<file path="src/rtl/ile_pkg.sv">
`timescale 1ns / 1ps
// Shared types and constants for the indexed list engine.
// No dependencies.
package ile_pkg;

  localparam int CAPACITY = 64;
  localparam int DATA_W   = 32;
  localparam int POS_W    = 7;   // width of the position field
  localparam int LEN_W    = 7;   // width of the length_after field
  localparam int CNT_W    = $clog2(CAPACITY + 1);
  // compare width: holds both a position and a count without truncation
  localparam int CMP_W    = (CNT_W > POS_W) ? CNT_W : POS_W;

  typedef enum logic [1:0] {
    KIND_READ   = 2'd0,
    KIND_INSERT = 2'd1,
    KIND_APPEND = 2'd2,
    KIND_DELETE = 2'd3
  } kind_t;

  typedef enum logic [1:0] {
    ST_DONE  = 2'd0,
    ST_RANGE = 2'd1,
    ST_FULL  = 2'd2
  } status_t;

  // Broadcast from the controller to every cell in the chain
  typedef struct packed {
    logic              ins;   // open a slot at pos and write data
    logic              del;   // close the slot at pos
    logic [CMP_W-1:0]  pos;
    logic [DATA_W-1:0] data;
  } ile_ctrl_t;

endpackage

</file>
<file path="src/rtl/ile_cell.sv">
`timescale 1ns / 1ps
// One storage cell of the list chain: holds one entry, shifts toward or
// away from the head on insert/delete. Depends on ile_pkg.
module ile_cell
  import ile_pkg::*;
(
  input  logic              clk,
  input  ile_ctrl_t         ctrl,
  input  logic [CMP_W-1:0]  idx,
  input  logic [DATA_W-1:0] left_value,
  input  logic [DATA_W-1:0] right_value,
  output logic [DATA_W-1:0] value,
  output logic [DATA_W-1:0] read_tap
);

  logic [DATA_W-1:0] value_r;
  logic [DATA_W-1:0] value_nxt;

  always_comb begin
    value_nxt = value_r;
    if (ctrl.ins) begin
      if (idx > ctrl.pos) begin
        value_nxt = left_value;
      end else if (idx == ctrl.pos) begin
        value_nxt = ctrl.data;
      end
    end else if (ctrl.del) begin
      if (idx >= ctrl.pos) begin
        value_nxt = right_value;
      end
    end
  end

  always_ff @(posedge clk) begin
    value_r <= value_nxt;
  end

  assign value    = value_r;
  // only the addressed cell drives its value onto the read OR bus
  assign read_tap = (idx == ctrl.pos) ? value_r : '0;

endmodule

</file>
<file path="config.mk">
export PLATFORM = sky130hd
export DESIGN_NAME = ile_cell
export DESIGN_NICKNAME = d
export VERILOG_FILES = /design/src/rtl/ile_pkg.sv /design/src/rtl/ile_cell.sv
export SDC_FILE = /design/constraint.sdc
export NUM_CORES = 1
export LEC_CHECK = 0
export BUFFER_PORTS_ARGS = -buffer_cell sky130_fd_sc_hd__buf_2
export CAP_MARGIN = 15
export CORE_UTILIZATION = 38
export DETAILED_ROUTE_END_ITERATION = 10
export PLACE_DENSITY = 0.73
export SETUP_SLACK_MARGIN = 0.1
export SYNTH_ARGS = -nofsm -noshare
export SYNTH_HDL_FRONTEND = slang
export SYNTH_SLANG_ARGS = --single-unit
</file>
<file path="constraint.sdc">
create_clock -name clk -period 3.9 [get_ports clk]
set_clock_uncertainty 0.05 [all_clocks]
set_input_delay 0.78 -clock clk [delete_from_list [all_inputs] [get_ports clk]]
set_output_delay 0.78 -clock clk [all_outputs]
set_load 0.02 [all_outputs]
</file>
# ---- Word-level counts from Yosys, hierarchy flattened
# Cells that the tools add are included.
dict set report word_totals {
  reg_bits 32
  latchBits 0
  mem_bits_rw 0
  rom_bits 0
  elab_cells 14
  n_memories 0
}
dict set report op_classes {
  addsub 0
  mul 0
  div 0
  magnitude_cmp 2
  eq_ne 2
  shift 0
  n_mux 6
  bitwise 0
  reduce_logical 3
}
# op n
set op_table {}
lappend op_table {{32-bit two-way mux} 6}
lappend op_table {{7-bit equality test} 1}
lappend op_table {{7-bit greater-or-equal comparator} 1}
lappend op_table {{7-bit > comparator} 1}
lappend op_table {{2-bit nonzero test} 2}
lappend op_table {{3-bit by 1-bit != test with 1-bit output (second input constant)} 1}
lappend op_table {{3-bit AND reduction} 1}

# ---- Depth between registers and ports, before layout
# Gate-level depths: netlist of run 1.
dict set report logic_depth {
  word_depth 4
  mapped_depth 9
  ltp_nobuf 6
}

# ---- Least setup slack after synthesis of run 1
# OpenSTA, ideal clock, no wires.
dict set report synth_timing {
  path_kind {input port to flip-flop}
  startpoint {input port ctrl[38] (netlist bit)}
  endpoint {register value_r[0] (netlist: value[0]) (enable)}
  arrival_ns 3.319
  t_required_ns 3.418
  slack_ns 0.100
  path_stages 7
  path_cell_list {inv_1 > ha_1 > and4_1 > buf_6 > clkbuf_1 > o31ai_1 > a21oi_1}
}
dict set report synth_between {
  elab_chain_len 3
  word_cells_on_any_way 6
  cone_classes {2 x order compare; 2 x eq/ne; 2 x reduce/logical}
}
# item line_no
set synth_rtl {}
lappend synth_rtl {{start, declared} ile_cell.sv:8} ;# input ile_ctrl_t ctrl,
lappend synth_rtl {{7-bit > comparator, or another cell as far along} ile_cell.sv:22} ;# if (idx > ctrl.pos) begin
lappend synth_rtl {{3-bit by 1-bit != test with 1-bit output (no line) / 2-bit nonzero test (equally long branches)} n/a}
lappend synth_rtl {{3-bit AND reduction (no line) *} n/a}
lappend synth_rtl {{end signal, assigned} ile_cell.sv:35} ;# value_r <= value_nxt;
lappend synth_rtl {{end, declared} ile_cell.sv:16} ;# logic [DATA_W-1:0] value_r;
# Every way passes the cells marked *; elsewhere a longest branch is shown, timed or not.
# A chain may end at the register's enable or synchronous reset.

# ---- Final worst setup path of run 1
dict set report layout_timing {
  startpoint {input port ctrl[38] (netlist bit)}
  endpoint {output port read_tap[16]}
}
dict set report layout_between {
  elab_chain_len 2
}
# item line_no
set layout_rtl {}
lappend layout_rtl {{7-bit equality test} ile_cell.sv:40} ;# assign read_tap = (idx == ctrl.pos) ? value_r : '0;
lappend layout_rtl {{32-bit two-way mux} ile_cell.sv:40}
lappend layout_rtl {{end, declared} ile_cell.sv:13} ;# output logic [DATA_W-1:0] read_tap
# Every way passes these cells.

==> impl_metrics.csv, run 1 <==
group,metric,value,unit
die,die_w,85.2,um
die,chipHeight,85.2,um
cells_and_area,fin_nets,566,
critical_path,cp_cell_sequence,"buf_2 > inv_1 > ha_1 > and4_1 > buf_4 > and3_1 > buf_2",
logic_synthesis,synth-edff-count,32,
critical_path,worst-path-max-fanout,21,
cts,cts_tree,"yes",
pwr,swShare,34.3,%
logic_synthesis,ys_top_cells_by_area,"edfxtp_1 (37%), o2111ai_1 (11%), and3_1 (7.8%)",
logic_synthesis,yosysTopAreaCell,"edfxtp_1",
cts,cts_htree_levels,2,
pwr,internal_power,715,uW
routing,drt-initial-drc-count,168,
sta,slew_viol_final,0,
critical_path,critPathKind,"input port to primary output",
grt,antenna_found_initial,0,
logic_synthesis,synth_ff_type,"edfxtp_1",
pwr,power_density,303,nW/um^2
pwr,peakVddDrop,0.000127,V
grt,grt.total_usage,22.9,%
die,dieArea,7260,um^2
logic_synthesis,syn_nets,415,
sta,timing.final.crit_period,3.22,ns
cts,hold_buffers,0,
cts,path_clk_slew,0.07,ns
die,core,6530,um^2
sta,hold_viol,0,
die,start_util,40.3,%
pwr,p_leak,0.00176,uW
routing,antenna_left,0,
die,core.rowCount,29,
cells_and_area,syn2layout_area_growth,36.5,%
sta,setup_viol,0,
cts,clockBufferDepth,2,
cells_and_area,largest_reg_flops,32,
critical_path,arrival,2.39,ns
logic_synthesis,seq_area_frac_synth,36.5,%
job,cap_viol_max_count,0,
routing,vias_per_cell,5.63,
grt,grt_pass1_wl,13.1,mm
placed_design,post-place-ws,0.702,ns
sta,max_freq,0.310,GHz
cells_and_area,n_antenna_cell,0,
grt,grt_pass1_vias,2656,
cts,postCtsSetupBuffers,0,
logic_synthesis,netlist_area,2630,um^2
routing,drt_wl_total,8.53,mm
sta,rsz0062_at_grt,"no",
pwr,pwr-share-seq,43.9,%
routing,drc_errors,0,
cts,numCtsBuffers,5,
sta,slew_headroom,58.1,%
cells_and_area,drive_gt1_share,43.4,%
pwr,p_sw,373,uW
critical_path,required,3.07,ns
critical_path,crit_top_cell,"buf_2",
die,io_pins,177,
grt,grt_max_degree,70,
cells_and_area,fin_cells,524,
cells_and_area,n_fill_cell,623,
critical_path,crit_slowest_cell,"and4_1",
sta,worst_slew_pin_slew,0.628,ns
logic_synthesis,synth.distinct_cells,24,
cts,clock-root-buffer,"clkbuf_8",
logic_synthesis,synth_top_area_share,36.5,%
placed_design,placed_cells,515,
logic_synthesis,postSynthCellCount,295,
logic_synthesis,avgSynthCellArea,8.92,um^2
cts,post_cts_resized,0,
sta,finalCritPeriodShare,82.7,%
logic_synthesis,ys_async_sr_fraction,0,%
logic_synthesis,synth-seq-cells,32,
pwr,p_clk_share,21.9,%
sta,layout_setup_ws,0.677,ns
placed_design,hpwl,6.06,mm
placed_design,place_area,3490,um^2
cts,cts_num_sinks,32,
logic_synthesis,synth_most_common_cell,"and3_1",
routing,firstDrtPassIters,4,
critical_path,max_stage_delay,0.53,ns
sta,tns,0,ns
critical_path,cp-start-kind,"input port",
placed_design,gp_congestion,0.823,
min_path,hp-class,"input port to flop",
pwr,pwr-share-comb,34.2,%
routing,num_vias,2952,
logic_synthesis,ys.warnings.count,0,
placed_design,portBuffers,176,
cells_and_area,stdcell_area,3590,um^2
grt,globalRouteOverflowTotal,0,
sta,hold_ws,0.789,ns
critical_path,end_kind,"primary output",
outcome,status,"finished clean",
routing,wl_per_cell,16.3,um
## power by group through the flow
stage | registers [uW] | clock network (uW) | logic, uW
finish | 477 | 238 | 373
detailed placement | 485 | 0 | 369
global route | 483 | 259 | 404
floorplan | 550 | 0 | 148
CTS | 478 | 247 | 370
global placement | 482 | 0 | 361
## layout by cell type, fill, tap and decap left out, drive strengths merged, types with 3 or more instances in the layout
cell and instances:
a31oi 32, clkbuf 7, nand4 32, edfxtp 32, and3 33, inv 7, ha 7, nand3 32
nor2b 32, buf 185, a21oi 3, o2111ai 32
## metrics by stage
step                      power (uW)  utilization [%]
after floorplan                  699                -
after global placement           843             53.4
after detailed placement         855             53.4
after CTS                       1100             54.6
after global routing            1150             55.0
final                           1090             55.0
## metal layers
layer / part of all wire, % / vias up / wire, um / global-route usage (%)
met5: 0 / - / 0 / 0
met1: 42 / 1336 / 3600 / 28.7
li1: - / 1490 / - / -
met2: 51 / 120 / 4310 / 40.7
met4: 0.87 / 0 / 74 / 5.70
met3: 6.3 / 6 / 539 / 4.28
## cells by family (layout without fill, tap and decap cells)
family,Yosys count,after routing,share of synthesized area (%)
buffers and inverters,48,200,9.27
adders and majority gates,7,7,3.33
and+or+nand+nor,135,135,30.6
AOI/OAI and AO/OA,73,73,20.3
DFF,32,32,36.5
## cell type report
cell class              instances  area (um^2)  share of cell area, %
clock buffers                   7         76.3                   2.12
clock inverters                 1         3.75                  0.104
inverters                       7         26.3                  0.731
multi-input cells             215         1450                   40.3
flip-flops and latches         32          961                   26.7
well taps                      77         96.3                   2.68
repair buffers                185          983                   27.4
## worst paths after layout
kind | start | to | slack (ns) | cells past startpoint
max | ctrl[38] | read_tap[16] | 0.68 | 7
min | ctrl[31] | value[31] | 0.79 | 3
## critical path, delay by kind of cell
| kind | cells | cell delay [ns] |
|---|---|---|
| simple gates | 2 | 0.71 |
| fa+ha+maj | 1 | 0.30 |
| buf+inv | 4 | 0.60 |
Note: power is estimated with default switching activity, not from simulation.
==> run 2: changes to the inputs <==
--- a/config.mk
+++ b/config.mk
@@ -5,11 +5,12 @@
 export SDC_FILE = /design/constraint.sdc
 export NUM_CORES = 1
 export LEC_CHECK = 0
+export ABC_AREA = 1
 export BUFFER_PORTS_ARGS = -buffer_cell sky130_fd_sc_hd__buf_2
 export CAP_MARGIN = 15
 export CORE_UTILIZATION = 38
 export DETAILED_ROUTE_END_ITERATION = 10
-export PLACE_DENSITY = 0.73
+export PLACE_DENSITY = 0.74
 export SETUP_SLACK_MARGIN = 0.1
 export SYNTH_ARGS = -nofsm -noshare
 export SYNTH_HDL_FRONTEND = slang
==> constraint.sdc (replaced) <==
create_clock -name clk -period 2.7 [get_ports clk]
set_clock_uncertainty 0.05 [all_clocks]
set_input_delay 0.54 -clock clk [delete_from_list [all_inputs] [get_ports clk]]
set_output_delay 0.54 -clock clk [all_outputs]
set_load 0.02 [all_outputs]
==> impl_metrics.csv, run 2 <==
group,metric,value,unit
cts,cts_tree,"yes",
sta,hold_ws,0.483,ns
logic_synthesis,synth_top_area_share,38.4,%
cts,postCtsSetupBuffers,0,
cts,numCtsBuffers,5,
outcome,status,"finished clean",
critical_path,max_stage_delay,0.30,ns
logic_synthesis,synth.distinct_cells,16,
grt,grt.total_usage,19.5,%
grt,globalRouteOverflowTotal,0,
logic_synthesis,netlist_area,2500,um^2
cells_and_area,syn2layout_area_growth,41.6,%
grt,grt_max_degree,39,
sta,max_freq,0.425,GHz
die,chipHeight,83.1,um
placed_design,hpwl,5.18,mm
die,core.rowCount,29,
cts,post_cts_resized,0,
critical_path,cp-start-kind,"input port",
sta,slew_headroom,36.6,%
grt,use_met3,3.58,%
cells_and_area,largest_reg_flops,32,
critical_path,crit_slowest_cell,"ha_1",
logic_synthesis,yosysTopAreaCell,"edfxtp_1",
logic_synthesis,syn_nets,497,
sta,setup_viol,0,
grt,busiest_layer,"met2",
routing,vias_per_cell,4.45,
sta,timing.final.crit_period,2.35,ns
logic_synthesis,ys_top_cells_by_area,"edfxtp_1 (38%), inv_1 (16%), nand2_1 (15%)",
critical_path,cp_cell_sequence,"buf_2 > inv_1 > ha_1 > nand2_2 > nor2_4 > nand4_4 > buf_4 > nor2_1 > buf_2",
logic_synthesis,synth_ff_type,"edfxtp_1",
logic_synthesis,synthTopCellsByCount,"inv_1 (109), nand2_1 (103), nand3_1 (66)",
cells_and_area,mostFrequentLayoutCell,"buf_2",
routing,antenna_left,0,
pwr,p_leak,0.00231,uW
cts,cts_num_sinks,32,
logic_synthesis,synth-seq-cells,32,
grt,grt_pass1_vias,2517,
critical_path,path_delay_family,"buffers and inverters",
logic_synthesis,synth-edff-count,32,
sta,slew_viol_final,0,
critical_path,crit_top_cell,"buf_2",
die,dieArea,6910,um^2
routing,drt_wl_total,6.51,mm
routing,drt-initial-drc-count,112,
sta,finalCritPeriodShare,87.2,%
cts,path_clk_slew,0.07,ns
placed_design,portBuffers,176,
pwr,totalPowerFinal,1670,uW
cts,clockBufferDepth,2,
routing,wl_per_cell,10.4,um
logic_synthesis,ys.warnings.count,0,
cells_and_area,n_antenna_cell,0,
pwr,power_density,473,nW/um^2
logic_synthesis,postSynthCellCount,377,
logic_synthesis,ys_async_sr_fraction,0,%
logic_synthesis,avgSynthCellArea,6.63,um^2
critical_path,critPathKind,"input port to primary output",
critical_path,arrival,1.76,ns
die,core,6350,um^2
cts,hold_buffers,0,
critical_path,end_kind,"primary output",
die,io_pins,177,
min_path,hold_depth,3,
grt,antenna_found_initial,0,
pwr,peakVddDrop,0.000328,V
grt,met1_usage,22.8,%
grt,grt_pass1_wl,11.0,mm
die,start_util,39.4,%
grt,gr-usage-met2,36.0,%
cells_and_area,post-route-util,55.8,%
cts,cts_htree_levels,2,
die,die_w,83.1,um
placed_design,place_area,3440,um^2
cts,clock-root-buffer,"clkbuf_8",
min_path,holdPathEnd,"value[8]",
logic_synthesis,seq_area_frac_synth,38.4,%
sta,worst_slew_pin_slew,0.949,ns
cells_and_area,stdcell_area,3540,um^2
routing,drc_errors,0,
min_path,hp-class,"input port to flop",
sta,hold_viol,0,
cells_and_area,drive_gt1_share,35.9,%
cells_and_area,mostFrequentLayoutCells,"buf_2 (176), inv_1 (108), nand2_1 (103)",
sta,tns,0,ns
routing,firstDrtPassIters,4,
logic_synthesis,synth_most_common_cell,"inv_1",
critical_path,required,2.11,ns
placed_design,gp_congestion,0.813,
routing,num_vias,2788,
min_path,min_from,"right_value[8]",
job,cap_viol_max_count,0,
critical_path,worst-path-buf-inv,4,
critical_path,worst-path-max-fanout,21,
cells_and_area,fin_nets,668,
sta,rsz0062_at_grt,"no",
run 2: cell count changes in the layout (fill, tap and decap cells not counted), sizes merged, moves of 31 or more:
cell     previous run  this run
a31oi              32         0
and3               33         0
inv                 7       108
nand2               2       106
nand3              32        66
nand4              32         1
nor2                1        33
nor2b              32         0
o2111ai            32         0
run 2: where the power goes:
group,internal (uW),switching (uW)
registers,651,38.7
clock network,269,172
logic,206,338
total,1130,549
run 2: cell type report:
type	instances	area (um^2)
inverters	109	413
fillers	610	2810
multi-input cells	216	1000
well taps	77	96.3
clock inverters	3	37.5
flip-flops and latches	32	961
clock buffers	5	68.8
repair buffers	184	966
run 2: kinds of logic after synthesis:
group | after synthesis | synth area share, %
DFF | 32 | 38.4
and+or+nand+nor | 206 | 35.7
AOI/OAI and AO/OA | 3 | 0.750
buffers and inverters | 129 | 21.6
adders and majority gates | 7 | 3.50
run 2: per-layer routing:
metal	up-vias	part of all wire (%)
li1	1453	-
met1	1214	42
met2	112	51
met3	9	6.3
met4	0	1.4
met5	-	0
run 2: metrics by stage:
step | std cells | setup slack (ns)
final | 626 | 0.347
after floorplan | 377 | 0.199
after global routing | 626 | 0.246
after CTS | 626 | 0.323
after global placement | 618 | 0.373
after detailed placement | 618 | 0.329
run 2: how the worst max path moves through the flow:
stage               startpoint      endpoint  slack [ns]  depth (start not counted)
finish                ctrl[38]   read_tap[3]        0.35                          9
CTS                   ctrl[38]   read_tap[3]        0.32                          9
global placement      ctrl[38]   read_tap[2]        0.37                          9
detailed placement    ctrl[38]   read_tap[3]        0.33                          9
floorplan             ctrl[38]      value[0]        0.20                         10
global route          ctrl[38]  read_tap[14]        0.25                          9
